### src/rtl/assert_macros.svh
// Assertion macros shared by the coalescer modules.
// Each macro expects signals named clk and rst in the including scope.
`ifndef ASSERT_MACROS_SVH
`define ASSERT_MACROS_SVH

// The expression holds at every clock edge outside reset.
`define ASSERT_ALWAYS(lbl, expr, msg) \
  lbl: assert property (@(posedge clk) disable iff (rst) (expr)) else $error(msg);

// Whenever the antecedent holds, the consequent holds in the same cycle.
`define ASSERT_IMPLIES(lbl, ante, cons, msg) \
  lbl: assert property (@(posedge clk) disable iff (rst) (ante) |-> (cons)) else $error(msg);

`endif

### src/rtl/sbrc_pkg.sv
// Package for the selected block range coalescer: constants, codes and types.
// No dependencies; every other source file but assert_macros.svh imports it.
`timescale 1ns / 1ps

package sbrc_pkg;

  localparam int MAX_BLOCKS   = 4096;
  localparam int MAX_EXPERTS  = 4096;
  localparam int HEADER_BYTES = 128;

  localparam int EXPERT_W = 12;
  localparam int BLOCK_W  = 12;
  localparam int COUNT_W  = 13;
  localparam int TOTAL_W  = 12;
  localparam int NUM_W    = 13;
  localparam int REC_W    = 37;
  localparam int CAP_W    = 12;
  localparam int OFF_W    = 60;
  localparam int LEN_W    = 49;

  localparam int IDX_W    = EXPERT_W + NUM_W;
  localparam int REC_LO_W = 19;
  localparam int REC_HI_W = REC_W - REC_LO_W;
  localparam int PROD_W   = IDX_W + REC_LO_W;

  localparam int QUEUE_DEPTH = 4;
  localparam int QPTR_W      = $clog2(QUEUE_DEPTH);
  localparam int QCNT_W      = $clog2(QUEUE_DEPTH + 1);

  localparam int APB_ADDR_W = 5;
  localparam int APB_DATA_W = 64;

  typedef enum logic [1:0] {
    REG_EXPERT_COUNT  = 2'd0,
    REG_EXPERT_BLOCKS = 2'd1,
    REG_REC_SIZE      = 2'd2,
    REG_MAX_RANGES    = 2'd3
  } reg_index_t;

  typedef enum logic {
    KIND_RANGE   = 1'b0,
    KIND_SUMMARY = 1'b1
  } kind_t;

  typedef enum logic [1:0] {
    STATUS_OK       = 2'd0,
    STATUS_INVALID  = 2'd1,
    STATUS_CAPACITY = 2'd2
  } status_t;

  typedef struct packed {
    logic [NUM_W-1:0] expert_count;
    logic [NUM_W-1:0] expert_blocks;
    logic [REC_W-1:0] rec_size;
    logic [CAP_W-1:0] max_ranges;
  } cfg_t;

  typedef struct packed {
    kind_t               kind;
    status_t             status;
    logic [EXPERT_W-1:0] expert;
    logic [BLOCK_W-1:0]  first;
    logic [COUNT_W-1:0]  count;
    logic [TOTAL_W-1:0]  total;
  } cmd_t;

  typedef enum logic [2:0] {
    ST_IDLE,
    ST_INDEX,
    ST_OFF_LO,
    ST_OFF_HI,
    ST_LEN_LO,
    ST_LEN_HI,
    ST_SEND
  } back_state_t;

endpackage

### src/rtl/sbrc_queue.sv
// Command queue between front and back; takes up to two commands a cycle, gives one.
// Depends on sbrc_pkg and assert_macros.svh.
`timescale 1ns / 1ps
`include "assert_macros.svh"

module sbrc_queue import sbrc_pkg::*; (
  input  logic       clk,
  input  logic       rst,
  input  logic [1:0] push_n,
  input  cmd_t       cmd0,
  input  cmd_t       cmd1,
  output logic       space,
  output logic       q_valid,
  output cmd_t       q_cmd,
  input  logic       q_pop
);

  cmd_t              entries [QUEUE_DEPTH];
  logic [QPTR_W-1:0] wp, rp;
  logic [QCNT_W-1:0] count, count_next;
  logic [QPTR_W-1:0] wp_plus;

  assign wp_plus = wp + 1'b1;
  assign space   = (32'(count) <= QUEUE_DEPTH - 2);
  assign q_valid = (count != '0);
  assign q_cmd   = entries[rp];
  assign count_next = count + QCNT_W'(push_n) - QCNT_W'(q_pop);

  always_ff @(posedge clk) begin
    if (push_n != 2'd0) begin
      entries[wp] <= cmd0;
    end
    if (push_n == 2'd2) begin
      entries[wp_plus] <= cmd1;
    end
  end

  always_ff @(posedge clk) begin
    if (rst) begin
      wp    <= '0;
      rp    <= '0;
      count <= '0;
    end else begin
      wp    <= wp + QPTR_W'(push_n);
      rp    <= rp + QPTR_W'(q_pop);
      count <= count_next;
    end
  end

  `ASSERT_IMPLIES(a_no_overflow, push_n != 2'd0, 32'(count) + 32'(push_n) <= QUEUE_DEPTH, "command queue overflow")
  `ASSERT_IMPLIES(a_pop_nonempty, q_pop, count != '0, "pop from empty command queue")

endmodule

### config.mk
export PLATFORM = sky130hd
export DESIGN_NAME = sbrc_queue
export DESIGN_NICKNAME = d
export VERILOG_FILES = /design/src/rtl/sbrc_pkg.sv /design/src/rtl/sbrc_queue.sv
export VERILOG_INCLUDE_DIRS = /design/src /design/src/rtl
export SDC_FILE = /design/constraint.sdc
export NUM_CORES = 1
export LEC_CHECK = 0
export ABC_AREA = 1
export BUFFER_PORTS_ARGS = -buffer_cell sky130_fd_sc_hd__buf_2
export CAP_MARGIN = 20
export CORE_MARGIN = 2
export CORE_UTILIZATION = 58
export DETAILED_ROUTE_END_ITERATION = 8
export GPL_TIMING_DRIVEN = 0
export PLACE_DENSITY = 0.79
export SLEW_MARGIN = 40
export SYNTH_ARGS = -nofsm -noshare
export SYNTH_HDL_FRONTEND = slang
export SYNTH_SLANG_ARGS = --single-unit
export TNS_END_PERCENT = 5
### constraint.sdc
create_clock -name clk -period 2.9 [get_ports clk]
set_input_delay 0.435 -clock clk [delete_from_list [all_inputs] [get_ports clk]]
set_output_delay 0.435 -clock clk [all_outputs]
set_load 0.01 [all_outputs]
Yosys cells after proc, flatten, opt, wreduce, memory -nomap -nowiden

Memories as Yosys holds them, arrays and structs flattened. A register that Yosys moved wholly into a read port is not among the register bits.
Index checks and enable logic that the tools add are counted.

Register bits: 7
Latch bits: 0
Memory bits (writable): 208
ROM bits: 0
Input port bits: 109
Output and inout port bits: 54
Logic and storage cells: 18
Memories: 1

Memory list:

| memory  | depth | bits a word | read ports | clocked after memory_dff | wr ports | line             | text |
|---|---|---|---|---|---|---|---|
| entries | 4     | 52          | 1          | 1                        | 2        | sbrc_queue.sv:18 | `cmd_t entries [QUEUE_DEPTH];` |

$add $sub $neg: 5
Multipliers: 0
Div/mod/pow operators: 0
$lt $le $gt $ge: 1
Eq/ne operators: 1
Shift operators: 0
Muxes and demuxes: 5
Bitwise operators: 0
Reductions and logical operators: 2

Operator list:

| kind                                                                             | count |
|---|---|
| 1-bit 2-to-1 mux                                                                 | 4 |
| 3-bit by 2-bit adder with 3-bit output                                           | 1 |
| 3-bit by 2-bit less-or-equal comparator with 1-bit output, second input constant | 1 |
| 3-bit nonzero test                                                               | 1 |
| 3-bit by 1-bit subtractor with 3-bit output                                      | 1 |
| 2-bit by 1-bit adder with 2-bit output                                           | 1 |
| 2-bit by 1-bit adder with 2-bit output, second input constant                    | 1 |
| 2-bit adder                                                                      | 1 |
| 2-bit == test, second input constant                                             | 1 |
| 2-bit 2-to-1 mux                                                                 | 1 |
| 2-bit nonzero test                                                               | 1 |

Depth between registers and ports, before layout

Depth after elaboration: 3
Depth in mapped cells: 8
Mapped depth without buffers: 8

Worst setup path after synthesis

No wires, ideal clock.

Kind: input-to-reg
Start: in push_n[1]
End: mem entries[2][0] (netlist name) (enable)
Library setup time: 0.609 ns
Arrival: 1.908 ns
Required time: 2.291 ns
Path slack: 0.383 ns
Stages: 5
Path buffers: 1
Path through: inv_2 > nor2_4 > nand2_1 > clkbuf_1 > nand2_1

RTL lines:

| what               | line             | text |
|---|---|---|
| start: declaration | sbrc_queue.sv:9  | `input logic [1:0] push_n,` |
| end: declaration   | sbrc_queue.sv:18 |  |

==> impl_metrics.tcl <==
set metrics [dict create \
    cp.required_ns 2.47 \
    place_area_um2 12100 \
    layout-drive-gt1-share 0.186 \
    io_buffers 162 \
    worstPathCellList "buf_4, buf_4, clkbuf_1, o21ai_0, nand2_1, buf_2" \
    initial_core_util 0.588 \
    drt-total-wl_um 30300 \
    cts_root_buf "clkbuf_16" \
    die_height_um 141 \
    yosys_register_bits 215 \
    reg2reg_slack_ns 0.50 \
    cpMaxStageDelayCell "clkbuf_1" \
    vias 9358 \
    max_cap_violations 0 \
    rsz0062_at_grt "false" \
    yosysSeqAreaShare 0.585 \
    diodes 0 \
    hold_class "in2reg" \
    crit_top_cell "buf_4" \
    hpwl_um 19500 \
    postCtsHoldBufs 0 \
    syn_nets 1300 \
    period_needed_ns 2.81 \
    rows 50 \
    fillCellCount 1377 \
    grt-ovfl-total 0 \
    worstSkewPairLatency_ns 0.50 \
    min-delay-start "rst" \
    hold_end "count[1]" \
    outcome "finished, final reports clean" \
    drc 0 \
    synth_warnings 0 \
    ff2ff_path_depth 5 \
    syn-mean-instance-area_um2 9.22 \
    mostFrequentLayoutCells "324 x nand2_1, 208 x edfxtp_1, 181 x buf_2" \
    area_growth_pct 17.2 \
    htreeDepth 1 \
    cts_tree "yes" \
    critPathMaxFanout 10 \
    nNetsFinal 1490 \
    numCtsBuffers 22 \
    power.density_nw_per_um2 625 \
    hold_viol_final 0 \
    clock.fmax_mhz 356 \
    die_w_um 141 \
    cts.sinks 215 \
    dr.pass1.iters 5 \
    coreArea_um2 18600 \
    max_stage_delay_ns 0.54 \
    viasPerCell 5.77 \
    cts_post_setup_buffers_inserted 0 \
    cp.arrival_ns 2.37 \
    clock_skew_ns 0.00960 \
    clk_pin_slew_ns 0.06 \
    worstMarginPinSlew_ns 0.679 \
    relSlewSlack 0.547 \
    cp-start-kind "flip-flop" \
    slew_viol_final 0 \
    final_area_um2 12800 \
    first_iter_violations 1015 \
    final_core_util 0.689 \
    timing.rr.start "wp[1]" \
    die_area_um2 20000 \
    antenna_found_initial 0 \
    whs_path_depth 2 \
    grt_max_degree 35 \
    boundaryPins 163 \
    reg2reg_to "entries[2][16]" \
    grt_pass1_wl_um 45600 \
    crit_type "reg2out" \
    setup_viol 0 \
    grt_usage 0.295 \
    grt_pass1_vias 8907 \
    synth_cells 1185 \
    gp_congestion 0.820 \
    wl_per_cell_um 18.7 \
    cts_resized 0 \
    ant_nets 0 \
    endpoint_kind "primary output" \
    leakage_nw 5.75 \
    clk_path_buf_depth 3 \
    layout_commonest_cell "nand2_1" \
    syn_area_um2 10900 \
    ir_worst_vdd_mv 0.386 \
    min_period_over_period 0.968 \
    synth_cell_types 26 \
]
-- power by group --
group          internal [mW]  switching, mW
Clock                   1.52           1.15
Combinational          0.498          0.995
Sequential              3.76         0.0719
-- critical path: cells and delay by family (launching register included) --
family | cells | cell delay, ns
AND/OR/NAND/NOR | 1 | 0.17
buffers and inverters | 4 | 1.11
AO/OA/AOI/OAI | 1 | 0.26
flip-flops | 1 | 0.33
-- cells in the mapped netlist, drive strengths merged --
master	number	area, um^2
nand4	1	12.5
fa	1	20.0
buf	45	343
o21ai	260	1340
o211ai	52	390
a21oi	55	275
nand3	4	20.0
xnor2	1	8.76
nand2	330	1240
ha	5	62.6
nand3b	1	7.51
clkbuf	34	129
dfxtp	7	140
nor2	10	50.1
edfxtp	208	6250
inv	171	642
-- metrics by stage --
step / hold WS [ns] / setup slack [ns] / setup TNS [ns] / total power [mW] / std cells
global placement: 0.555 / -1.16 / -191.52 / 5.31 / 1581
global route: 0.206 / 0.0484 / 0 / 8.25 / 1623
finish: 0.190 / 0.0916 / 0 / 8.00 / 1623
detailed placement: 0.577 / 0.337 / 0 / 5.37 / 1585
floorplan: 0.502 / 0.383 / 0 / 4.75 / 1185
CTS: 0.178 / 0.133 / 0 / 7.97 / 1623
-- layout make-up --
class	instances	area, um^2	area share
clock inverter	11	72.6	0.00567
buffer	79	472	0.0368
inverter	171	642	0.0501
timing repair buffer	166	891	0.0696
sequential	215	6390	0.499
clock buffer	27	591	0.0461
multi-input combinational	720	3460	0.270
tap	234	293	0.0229
-- sequential cells by signal (all words and copies together) (netlist names) --
name / cells
entries: 208
rp: 2
wp: 2
count: 3
-- cell families (layout without fill, tap and decap cells) --
group | count (synthesis) | after routing | share of synthesized area
flip-flops | 215 | 215 | 0.585
XOR/XNOR | 1 | 1 | 0.000802
adder cells (fa/ha/maj) | 6 | 6 | 0.00756
buffers and inverters | 250 | 454 | 0.102
AO/OA/AOI/OAI | 367 | 367 | 0.183
AND/OR/NAND/NOR | 346 | 346 | 0.122
-- routing by layer --
| layer | global-route usage | up-vias | part of all wire |
|---|---|---|---|
| met4 | 0.113 | 0 | 0.031 |
| li1 | - | 4372 | - |
| met1 | 0.393 | 4313 | 0.38 |
| met5 | 0 | - | 0 |
| met3 | 0.0439 | 80 | 0.11 |
| met2 | 0.496 | 593 | 0.48 |
-- worst max path at each step --
stage,from,end,depth (start not counted)
4_1_cts,rp[0],q_cmd[51],6
5_1_grt,rp[0],q_cmd[51],6
2_1_floorplan,push_n[1],entries[2][0],5
3_5_place_dp,push_n[1],entries[2][23],7
6_report,rp[0],q_cmd[51],6
3_3_place_gp,push_n[1],entries[2][28],6
Power figures use the tool's default switching activity.
