$ cat src/rtl/assert_macros.svh
// Assertion macros shared by the coalescer modules.
// Each macro expects signals named clk and rst in the including scope.
`ifndef ASSERT_MACROS_SVH
`define ASSERT_MACROS_SVH

// The expression holds at every clock edge outside reset.
`define ASSERT_ALWAYS(lbl, expr, msg) \
  lbl: assert property (@(posedge clk) disable iff (rst) (expr)) else $error(msg);

// Whenever the antecedent holds, the consequent holds in the same cycle.
`define ASSERT_IMPLIES(lbl, ante, cons, msg) \
  lbl: assert property (@(posedge clk) disable iff (rst) (ante) |-> (cons)) else $error(msg);

`endif

$ cat src/rtl/sbrc_pkg.sv
// Package for the selected block range coalescer: constants, codes and types.
// No dependencies; every other source file but assert_macros.svh imports it.
`timescale 1ns / 1ps

package sbrc_pkg;

  localparam int MAX_BLOCKS   = 4096;
  localparam int MAX_EXPERTS  = 4096;
  localparam int HEADER_BYTES = 128;

  localparam int EXPERT_W = 12;
  localparam int BLOCK_W  = 12;
  localparam int COUNT_W  = 13;
  localparam int TOTAL_W  = 12;
  localparam int NUM_W    = 13;
  localparam int REC_W    = 37;
  localparam int CAP_W    = 12;
  localparam int OFF_W    = 60;
  localparam int LEN_W    = 49;

  localparam int IDX_W    = EXPERT_W + NUM_W;
  localparam int REC_LO_W = 19;
  localparam int REC_HI_W = REC_W - REC_LO_W;
  localparam int PROD_W   = IDX_W + REC_LO_W;

  localparam int QUEUE_DEPTH = 4;
  localparam int QPTR_W      = $clog2(QUEUE_DEPTH);
  localparam int QCNT_W      = $clog2(QUEUE_DEPTH + 1);

  localparam int APB_ADDR_W = 5;
  localparam int APB_DATA_W = 64;

  typedef enum logic [1:0] {
    REG_EXPERT_COUNT  = 2'd0,
    REG_EXPERT_BLOCKS = 2'd1,
    REG_REC_SIZE      = 2'd2,
    REG_MAX_RANGES    = 2'd3
  } reg_index_t;

  typedef enum logic {
    KIND_RANGE   = 1'b0,
    KIND_SUMMARY = 1'b1
  } kind_t;

  typedef enum logic [1:0] {
    STATUS_OK       = 2'd0,
    STATUS_INVALID  = 2'd1,
    STATUS_CAPACITY = 2'd2
  } status_t;

  typedef struct packed {
    logic [NUM_W-1:0] expert_count;
    logic [NUM_W-1:0] expert_blocks;
    logic [REC_W-1:0] rec_size;
    logic [CAP_W-1:0] max_ranges;
  } cfg_t;

  typedef struct packed {
    kind_t               kind;
    status_t             status;
    logic [EXPERT_W-1:0] expert;
    logic [BLOCK_W-1:0]  first;
    logic [COUNT_W-1:0]  count;
    logic [TOTAL_W-1:0]  total;
  } cmd_t;

  typedef enum logic [2:0] {
    ST_IDLE,
    ST_INDEX,
    ST_OFF_LO,
    ST_OFF_HI,
    ST_LEN_LO,
    ST_LEN_HI,
    ST_SEND
  } back_state_t;

endpackage

$ cat src/rtl/sbrc_in_if.sv
// Channel interface for selection flag items.
// Depends on sbrc_pkg for field widths.
`timescale 1ns / 1ps

interface sbrc_in_if import sbrc_pkg::*; ();
  logic                valid;
  logic                ready;
  logic [EXPERT_W-1:0] expert_number;
  logic                selected;
  logic                last_flag;

  modport source (output valid, expert_number, selected, last_flag, input ready);
  modport sink (input valid, expert_number, selected, last_flag, output ready);
endinterface

$ cat src/rtl/sbrc_front.sv
// Front end: accepts flag items, tracks runs and faults, and queues range and summary commands.
// Depends on sbrc_pkg and sbrc_in_if.
`timescale 1ns / 1ps

module sbrc_front import sbrc_pkg::*; (
  input  logic        clk,
  input  logic        rst,
  input  cfg_t        cfg,
  sbrc_in_if.sink     flag_ch,
  input  logic        space,
  output logic [1:0]  push_n,
  output cmd_t        cmd0,
  output cmd_t        cmd1
);

  logic [NUM_W-1:0]    block_position, block_position_next;
  logic                inside_run, inside_run_next;
  logic [BLOCK_W-1:0]  run_begin, run_begin_next;
  logic [TOTAL_W-1:0]  ranges_done, ranges_done_next;
  status_t             fault_code, fault_code_next;
  logic [EXPERT_W-1:0] pass_expert, pass_expert_next;

  logic                accept;
  logic                first_flag;
  logic [EXPERT_W-1:0] eff_expert;
  logic                eff_inside;
  logic [BLOCK_W-1:0]  eff_begin;
  logic [TOTAL_W-1:0]  eff_ranges;
  status_t             fault0, fault1;
  logic                sel, lst;
  logic                close_now, emit;
  logic [COUNT_W-1:0]  run_end;
  logic [COUNT_W-1:0]  run_count;
  cmd_t                range_cmd, sum_cmd;

  assign flag_ch.ready = space;
  assign accept = flag_ch.valid && space;
  assign sel = flag_ch.selected;
  assign lst = flag_ch.last_flag;

  always_comb begin
    first_flag = (block_position == '0);
    eff_expert = first_flag ? flag_ch.expert_number : pass_expert;
    eff_inside = first_flag ? 1'b0 : inside_run;
    eff_begin  = first_flag ? '0 : run_begin;
    eff_ranges = first_flag ? '0 : ranges_done;

    if (first_flag) begin
      fault0 = (({1'b0, flag_ch.expert_number} >= cfg.expert_count) ||
                (32'(flag_ch.expert_number) >= MAX_EXPERTS) ||
                (cfg.expert_blocks == '0) ||
                (32'(cfg.expert_blocks) > MAX_BLOCKS)) ? STATUS_INVALID : STATUS_OK;
    end else begin
      fault0 = fault_code;
    end

    fault1 = fault0;
    if (block_position >= cfg.expert_blocks) begin
      fault1 = STATUS_INVALID;
    end
    if (lst && ((NUM_W + 1)'(block_position) + 1'b1 !=
                (NUM_W + 1)'(cfg.expert_blocks))) begin
      fault1 = STATUS_INVALID;
    end

    run_begin_next = (sel && !eff_inside) ? block_position[BLOCK_W-1:0] : eff_begin;
    close_now = (!sel && eff_inside) || (lst && (sel || eff_inside));
    run_end   = sel ? block_position + 1'b1 : block_position;
    run_count = run_end - {1'b0, run_begin_next};

    emit = close_now && (fault1 == STATUS_OK) &&
           ({1'b0, eff_ranges} < {1'b0, cfg.max_ranges});
    fault_code_next = fault1;
    if (close_now && (fault1 == STATUS_OK) && !emit) begin
      fault_code_next = STATUS_CAPACITY;
    end

    ranges_done_next = eff_ranges + TOTAL_W'(emit);
    inside_run_next  = sel && !lst;
    pass_expert_next = eff_expert;

    if (lst) begin
      block_position_next = '0;
    end else if (32'(block_position) < MAX_BLOCKS + 1) begin
      block_position_next = block_position + 1'b1;
    end else begin
      block_position_next = block_position;
    end

    range_cmd.kind   = KIND_RANGE;
    range_cmd.status = STATUS_OK;
    range_cmd.expert = eff_expert;
    range_cmd.first  = run_begin_next;
    range_cmd.count  = run_count;
    range_cmd.total  = '0;

    sum_cmd.kind   = KIND_SUMMARY;
    sum_cmd.status = fault_code_next;
    sum_cmd.expert = '0;
    sum_cmd.first  = '0;
    sum_cmd.count  = '0;
    sum_cmd.total  = ranges_done_next;

    cmd0   = emit ? range_cmd : sum_cmd;
    cmd1   = sum_cmd;
    push_n = accept ? (2'(emit) + 2'(lst)) : 2'd0;
  end

  always_ff @(posedge clk) begin
    if (rst) begin
      block_position <= '0;
      inside_run     <= 1'b0;
      run_begin      <= '0;
      ranges_done    <= '0;
      fault_code     <= STATUS_OK;
      pass_expert    <= '0;
    end else if (accept) begin
      block_position <= block_position_next;
      inside_run     <= inside_run_next;
      run_begin      <= run_begin_next;
      ranges_done    <= ranges_done_next;
      fault_code     <= fault_code_next;
      pass_expert    <= pass_expert_next;
    end
  end

endmodule

$ cat src/flat_wrapper.sv
// flat-port wrapper written by rule: the top's interface ports become plain ports
module sbrc_front_flat import sbrc_pkg::*;
  (clk, rst, cfg, space, push_n, cmd0, cmd1, flag_ch_valid, flag_ch_expert_number, flag_ch_selected, flag_ch_last_flag, flag_ch_ready);
  sbrc_in_if flag_ch_i ();
  input  logic clk;
  input  logic rst;
  input  cfg_t cfg;
  input  logic space;
  output logic [1:0] push_n;
  output cmd_t cmd0;
  output cmd_t cmd1;
  input wire logic [$bits(flag_ch_i.valid)-1:0] flag_ch_valid;
  input wire logic [$bits(flag_ch_i.expert_number)-1:0] flag_ch_expert_number;
  input wire logic [$bits(flag_ch_i.selected)-1:0] flag_ch_selected;
  input wire logic [$bits(flag_ch_i.last_flag)-1:0] flag_ch_last_flag;
  output wire logic [$bits(flag_ch_i.ready)-1:0] flag_ch_ready;
  assign flag_ch_i.valid = flag_ch_valid;
  assign flag_ch_i.expert_number = flag_ch_expert_number;
  assign flag_ch_i.selected = flag_ch_selected;
  assign flag_ch_i.last_flag = flag_ch_last_flag;
  assign flag_ch_ready = flag_ch_i.ready;
  sbrc_front u_core (.clk(clk), .rst(rst), .cfg(cfg), .flag_ch(flag_ch_i), .space(space), .push_n(push_n), .cmd0(cmd0), .cmd1(cmd1));
endmodule
$ cat config.mk
export PLATFORM = sky130hd
export DESIGN_NAME = sbrc_front_flat
export DESIGN_NICKNAME = d
export VERILOG_FILES = /design/src/rtl/assert_macros.svh /design/src/rtl/sbrc_pkg.sv /design/src/rtl/sbrc_in_if.sv /design/src/rtl/sbrc_front.sv /design/src/flat_wrapper.sv
export SDC_FILE = /design/constraint.sdc
export NUM_CORES = 1
export LEC_CHECK = 0
export ABC_AREA = 0
export BUFFER_PORTS_ARGS = -buffer_cell sky130_fd_sc_hd__buf_4
export CORE_MARGIN = 8
export CORE_UTILIZATION = 44
export DETAILED_ROUTE_END_ITERATION = 8
export GPL_ROUTABILITY_DRIVEN = 0
export PLACE_DENSITY = 0.79
export SYNTH_ARGS = -nofsm -noshare
export SYNTH_HDL_FRONTEND = slang
export SYNTH_SLANG_ARGS = --single-unit
$ cat constraint.sdc
create_clock -name clk -period 7.6 [get_ports clk]
set_input_delay 1.52 -clock clk [delete_from_list [all_inputs] [get_ports clk]]
set_output_delay 1.52 -clock clk [all_outputs]
set_load 0.05 [all_outputs]
Word-level counts from Yosys, hierarchy flattened
Cells that the tools add are included.
{ "totals": {"regBits": 52, "wordCells": 54} }
{ "op_classes": {"muxes": 15, "n_addsub": 5, "reduce_logical": 22, "order_cmp": 5, "eq_ne": 1} }
{ "ops": {"columns": ["operator", "count"], "rows": [
  ["$mux 52", 1],
  ["$mux 12", 4],
  ["$mux 13", 3],
  ["$logic_not 13->1", 2],
  ["$add 13x1->14 const B", 1],
  ["$ne 14x13->1", 1],
  ["$add 13x1->13 const B", 1],
  ["$ge 12x13->1", 1],
  ["$ge 13x13->1", 1],
  ["$gt 13x13->1 const B", 1],
  ["$lt 13x13->1 const B", 1],
  ["$sub 13x12->13", 1],
  ["$add 12x1->12", 1],
  ["$lt 12x12->1", 1],
  ["$mux 2", 5],
  ["$logic_and 1x1->1", 9],
  ["$logic_not 1->1", 4],
  ["$logic_or 1x1->1", 4],
  ["$add 1x1->2", 1],
  ["$logic_not 2->1", 1],
  ["$mux 1", 2],
  ["$reduce_and 2->1", 1],
  ["$reduce_bool 2->1", 1]
]} }

Depth between registers and ports, before layout
Gate-level depths: netlist (run 1).
{ "logic_depth": {"ltp_word": 14, "depth_mapped": 26, "depth_no_buf": 21} }

Least setup slack after synthesis (run 1)
Ideal clock, no wire load.
{ "synth_timing": {"path_type": "input -> output", "start": "input port cfg[56] in the netlist's numbering", "end": "output port cmd0[7] in the netlist's numbering", "slack_ns": 0.172, "path_buffers": 1, "t_required_ns": 6.080, "t_arrival_ns": 5.908, "stages": 15, "path_cell_list": "inv_1 ha_1 and3_1 a2111o_1 a31oi_1 o32a_1 nand4_4 buf_2 nor2_1 ha_1 nand3_1 nor4_1 xnor2_1 nor2_1 a21boi_0"} }
{ "synth_lines": {"columns": ["element", "line_no", "rtl"], "rows": [
  ["start, declared", "flat_wrapper.sv:7", "input cfg_t cfg;"],
  ["end, declared", "flat_wrapper.sv:10", "output cmd_t cmd0;"]
]} }

==> results.cfg, run 1 <==
[floorplan]
io_pins = 200
die-area_um2 = 16200
core_um2 = 12100
die_height_um = 127
num_rows = 40
start_util = 0.452
die_w_um = 127

[synthesis]
synth_seq_area_share = 0.191
synthFlopType = dfxtp_1
synth_edf_count = 0
avgSynthCellArea_um2 = 7.26
ys_warn_count = 0
syn_inst = 751
yosys.cell_types.count = 61
syn_area_um2 = 5450
ys_ff_latch = 52
async_flop_share = 0

[timing]
min_period_ns = 6.98
slew_headroom = 0.449
finalSetupViolCount = 0
worst_pin_slew_ns = 0.823
fmax_ghz = 0.143
skew_ns = 0.00506
finalHoldViolations = 0
rsz0062_at_grt = no
final_max_slew_viol_count = 0
finalSetupTns_ns = 0
holdWs_ns = 0.455
fin_crit_sh = 0.918

[clocking]
post-cts-setup-buffers = 0
cts_buffers = 5
clk_pin_slew_ns = 0.07
cts_root_buffer = clkbuf_16
hold_buffers = 0
cts.path.max_buffers = 2
cts_tree = yes
cts_htree_levels = 2
cts_resized = 0
clock_latency_ns = 0.29
cts_sinks = 52

[drt]
drt_wl_total_mm = 16.1
ant_nets = 0
dr.pass1.iters = 5
via_per_inst = 5.39
vias = 5426
drcViolationCount = 0
wire_per_inst_um = 16.0
initialDrtViolationCount = 322

[final_layout]
fill_cells = 1204
finalNonFillerCells = 1006
fin_area_um2 = 6440
nets = 985
seqCellArea_um2 = 1040
drive_gt1_frac = 0.181
areaGrowthSynthToFinish_pct = 18.1
multi_input_area_um2 = 3810
antenna_cells = 0

[critical_path]
r2r_start = u_core.block_position[6]
worstSetupStartpointType = flop
cp_max_fo = 11
critical_path_required_ns = 6.08
worst_setup_path_end_kind = primary output
crit_type = reg -> out
cp.arrival_ns = 5.46
crit_path_start = u_core.block_position[6]

[hold_path]
min_from = u_core.pass_expert[2]
hp-class = reg -> reg

[grt]
grt_pass1_wl_mm = 25.9
grt_max_degree = 54
grt_pass1_vias = 5265
grt.total_usage = 0.191
overflow = 0
antenna_found_initial = 0

[power_and_ir_drop]
power_density_nw_per_um2 = 118
ir_drop_mv = 0.0954
p_leak_nw = 3.06

[placed_design]
dpl-instance-area_um2 = 6260
place_inst = 998
buffer_ports.inserted = 124
hpwl_mm = 12.4

[outcome]
status = finished, final reports clean

[flow_run]
cap_violations = 0
placed cells by master, fill, tap and decap left out, types with 6 or more instances in the layout:
cell,count
buf_4,131
a21oi_1,66
nand2_1,66
inv_1,58
nor2_1,54
ha_1,54
dfxtp_1,52
nor3_1,46
conb_1,38
xnor2_1,26
o21ai_0,26
a211oi_1,24
and3_1,22
nand3_1,21
xor2_1,18
mux2i_1,11
and2_1,11
nand2b_1,9
nor2b_1,8
a21boi_0,7
nand4_1,7
nand3b_1,7
o21a_1,6
registers in the layout, indices dropped and copies added (netlist names):
signal / flops
u_core.block_position: 13
u_core.fault_code: 2
u_core.inside_run: 1
u_core.pass_expert: 12
u_core.ranges_done: 12
u_core.run_begin: 12
cell families (layout without fill, tap and decap cells):
logic type / count (synthesis) / after routing / synth area share
mux: 11 / 11 / 0.0202
buf+inv: 146 / 197 / 0.135
xor+xnor: 44 / 44 / 0.0707
other cells: 2 / 38 / 0.00138
simple gates: 279 / 279 / 0.268
fa+ha+maj: 55 / 55 / 0.128
flops: 52 / 52 / 0.191
compound gates: 162 / 162 / 0.186
report_power, final:
part / internal (W) / switching [W] / total, W
clock network: 0.000165 / 0.000106 / 0.000271
logic: 0.0000632 / 0.000137 / 0.000200
registers: 0.000282 / 0.00000575 / 0.000287
through the flow:
stage / util / power (W) / worst slack [ns]
after global routing: 0.534 / 0.000792 / 0.216
after global placement: 0.519 / 0.000488 / 1.04
final: 0.534 / 0.000758 / 0.624
after floorplan: - / 0.000452 / 0.172
after detailed placement: 0.519 / 0.000492 / 0.979
after CTS: 0.534 / 0.000760 / 0.690
path summary, 6_finish.rpt:
| path | end | slack [ns] | depth (start not counted) |
|---|---|---|---|
| worst min register to register | u_core.pass_expert[2] | 0.46 | 2 |
| worst max-delay path | cmd0[11] | 0.62 | 19 |
| worst max register to register | u_core.ranges_done[11] | 2.44 | 18 |
| worst min-delay path | u_core.pass_expert[2] | 0.46 | 2 |
final cells by class:
class / instances / share of cell area
multi-input combinational: 589 / 0.591
sequential: 52 / 0.162
timing repair buffer: 131 / 0.153
clock buffer: 6 / 0.0216
tap: 168 / 0.0327
inverter: 58 / 0.0338
clock inverter: 2 / 0.00603
critical path: stages, from the launching register on:
cell and delay [ns]:
dfxtp_1 0.46, nor4_2 0.53, nand4_1 0.47, and2_1 0.37, ha_1 0.27, and4_1 0.18
o21ai_0 0.11, nor2_1 0.08, a2111oi_0 0.35, o21ai_0 0.18, o22a_1 0.25, nor2_1 0.23
ha_1 0.21, nand3_1 0.17, nor3_1 0.22, nand4_1 0.18, o21a_1 0.23, o21ai_0 0.37
a21oi_1 0.08, buf_4 0.21
cells in the mapped netlist, types with 8 or more instances:
cell	number	area share
o21ai_0	26	0.024
nand3_1	21	0.019
clkbuf_1	21	0.014
and3_1	22	0.025
nor2b_1	8	0.0092
xnor2_1	26	0.042
buf_4	41	0.056
nor2_1	54	0.037
a211oi_1	24	0.033
inv_1	58	0.040
a21oi_1	66	0.061
nand2_1	66	0.045
dfxtp_1	52	0.19
nand2b_1	9	0.010
xor2_1	18	0.029
and2_1	11	0.013
ha_1	54	0.12
mux2i_1	11	0.020
buf_2	23	0.021
nor3_1	46	0.042
metal layers:
layer / vias to the layer above / part of all wire / global-route usage
li1: 2710 / - / -
met2: 213 / 0.47 / 0.328
met4: 0 / 0.020 / 0.0616
met1: 2478 / 0.44 / 0.232
met3: 25 / 0.078 / 0.0416
met5: - / 0 / 0
No activity file was read; power rests on OpenSTA's default activity.
==> run 2, diff against run 1 <==
Settings changed: CORE_MARGIN 8 to 4, CORE_UTILIZATION 44 to 51, PLACE_DENSITY 0.79 to 0.89.
==> run 2 against run 1 <==
Combinational power hardly changed. Critical path depth is 3 higher. Count of clock-buffer cells in the layout stayed put. Clock skew is 0.0066 ns higher. Core utilization is 7.8 points higher. Via count hardly changed. Clock power is 37% lower. Die area is 23% lower. Sequential share of layout area is 0.23 points higher. Sequential power hardly changed. Power is 13% lower. Critical path type unchanged.
==> results.cfg, run 2 (synthesized netlist as in run 1, its figures left out) <==
[critical_path]
crit_path_start = u_core.block_position[6]
worst_setup_path_end_kind = primary output
crit_type = reg -> out
crit_buf_inv = 4
critical-path-top-delay-family = simple AND/OR/NAND/NOR gates
r2r_start = u_core.block_position[6]
worstSetupStartpointType = flop
cp.arrival_ns = 5.44
critical_path_required_ns = 6.08
critPathSlowestCell = nor4_2
worstPathCellList = buf_4 > nor4_2 > nand4_1 > buf_4 > and2_1 > ha_1 > and4_1 > o21ai_0 > nor2_1 > a2111oi_0 > o21ai_0 > o22a_1 > buf_4 > nor2_1 > ha_1 > nand3_1 > nor3_1 > nand4_1 > o21a_1 > o21ai_0 > a21oi_1 > buf_4
cp_max_fo = 38
cp_common_cell = buf_4
cpPeakStageDelay_ns = 0.50

[clocking]
cts.path.max_buffers = 2
cts_resized = 0
cts_root_buffer = clkbuf_8
cts_tree = yes
cts_sinks = 52
clk_pin_slew_ns = 0.10
post-cts-setup-buffers = 0
clock_latency_ns = 0.31
cts_htree_levels = 2
cts_buffers = 5
hold_buffers = 0

[grt]
grt_max_degree = 54
grt_pass1_wl_mm = 24.5
grt.total_usage = 0.229
overflow = 0
grt_pass1_vias = 5155
antenna_found_initial = 0

[timing]
finalSetupTns_ns = 0
rsz0062_at_grt = no
worst_pin_slew_ns = 0.885
skew_ns = 0.0117
finalSetupViolCount = 0
final_max_slew_viol_count = 0
finalHoldViolations = 0
fin_crit_sh = 0.916
fmax_ghz = 0.144
holdWs_ns = 0.459
min_period_ns = 6.96
slew_headroom = 0.408

[floorplan]
num_rows = 37
core_um2 = 10400
die_height_um = 111
io_pins = 200
die-area_um2 = 12400
start_util = 0.526
die_w_um = 111

[drt]
wl_met2_mm = 6.98
wire_per_inst_um = 15.0
dr.pass1.iters = 5
ant_nets = 0
vias = 5430
initialDrtViolationCount = 416
drcViolationCount = 0
wirelength_met1_mm = 6.21
drt_wl_total_mm = 14.6
dr_wl_met3_mm = 1.19
via_per_inst = 5.55
highest_layer = met4

[final_layout]
nets = 989
final_cell_mix = buf_4 (135), a21oi_1 (66), nand2_1 (66), inv_1 (58)
final_common_cell = buf_4
drive_gt1_frac = 0.185
antenna_cells = 0
regMostFlops = u_core.block_position
largest_register_ffs = 13
areaGrowthSynthToFinish_pct = 16.4

[power_and_ir_drop]
intPower_w = 0.000420
ir_drop_mv = 0.0794
seqPwrFrac = 0.436
p_sw_w = 0.000239
power_density_nw_per_um2 = 104
switching_share = 0.363
p_leak_nw = 3.04
p_comb_frac = 0.304
p_clk_frac = 0.260

[outcome]
status = finished, final reports clean

[placed_design]
hpwl_mm = 11.2
buffer_ports.inserted = 124

[flow_run]
cap_violations = 0

[hold_path]
min_from = u_core.pass_expert[2]
hp-class = reg -> reg
==> run 2: cell types whose count changed in the layout (fill, tap and decap cells not counted), sizes merged <==
cell,delta
clkinvlp,+2
bufinv,-1
clkinv,-1
buf,+4
==> run 2: stage by stage <==
| stage | instance area (µm²) | total power, W | setup WS [ns] | std cells | util |
|---|---|---|---|---|---|
| global route | 6350 | 0.000688 | 0.164 | 978 | 0.612 |
| global placement | 6250 | 0.000487 | 0.952 | 970 | 0.603 |
| finish | 6350 | 0.000659 | 0.635 | 978 | 0.612 |
| CTS | 6350 | 0.000659 | 0.673 | 978 | 0.612 |
| detailed placement | 6250 | 0.000492 | 0.932 | 970 | 0.603 |
| floorplan | 5590 | 0.000452 | 0.172 | 787 | - |
==> run 2: final cells by class <==
class,instances,area [µm²]
Clock inverter,2,15.0
Multi-Input combinational cell,589,3810
Tap cell,136,170
Sequential cell,52,1040
Inverter,58,218
Timing Repair Buffer,135,1010
Clock buffer,6,82.6
Fill cell,931,4020
==> run 2: power by group through the flow <==
stage / clock network (W) / registers (W) / logic [W]
after global placement: 0 / 0.000293 / 0.000194
after CTS: 0.000172 / 0.000287 / 0.000199
after detailed placement: 0 / 0.000293 / 0.000198
after floorplan: 0 / 0.000292 / 0.000160
after global routing: 0.000181 / 0.000289 / 0.000219
final: 0.000171 / 0.000287 / 0.000200
==> run 2: worst paths after layout <==
check	endpoint	slack, ns	cells after the start
worst max register to register	u_core.ranges_done[11]	2.49	21
worst min register to register	u_core.pass_expert[2]	0.46	2
worst min-delay path	u_core.pass_expert[2]	0.46	2
worst max-delay path	cmd0[11]	0.64	22
==> run 2: worst reg2reg max path: cells and delay by family, from the launching register on <==
family                   cells  cell delay (ns)
flip-flops                   1             0.31
AO/OA/AOI/OAI                7             1.54
buffers and inverters        3             0.66
AND/OR/NAND/NOR              9             1.98
adder cells (fa/ha/maj)      2             0.51
==> run 2: routing by layer <==
layer	global-route usage	up-vias
met4	0.0689	0
li1	-	2727
met1	0.299	2444
met3	0.0391	26
met2	0.387	233
met5	0	-
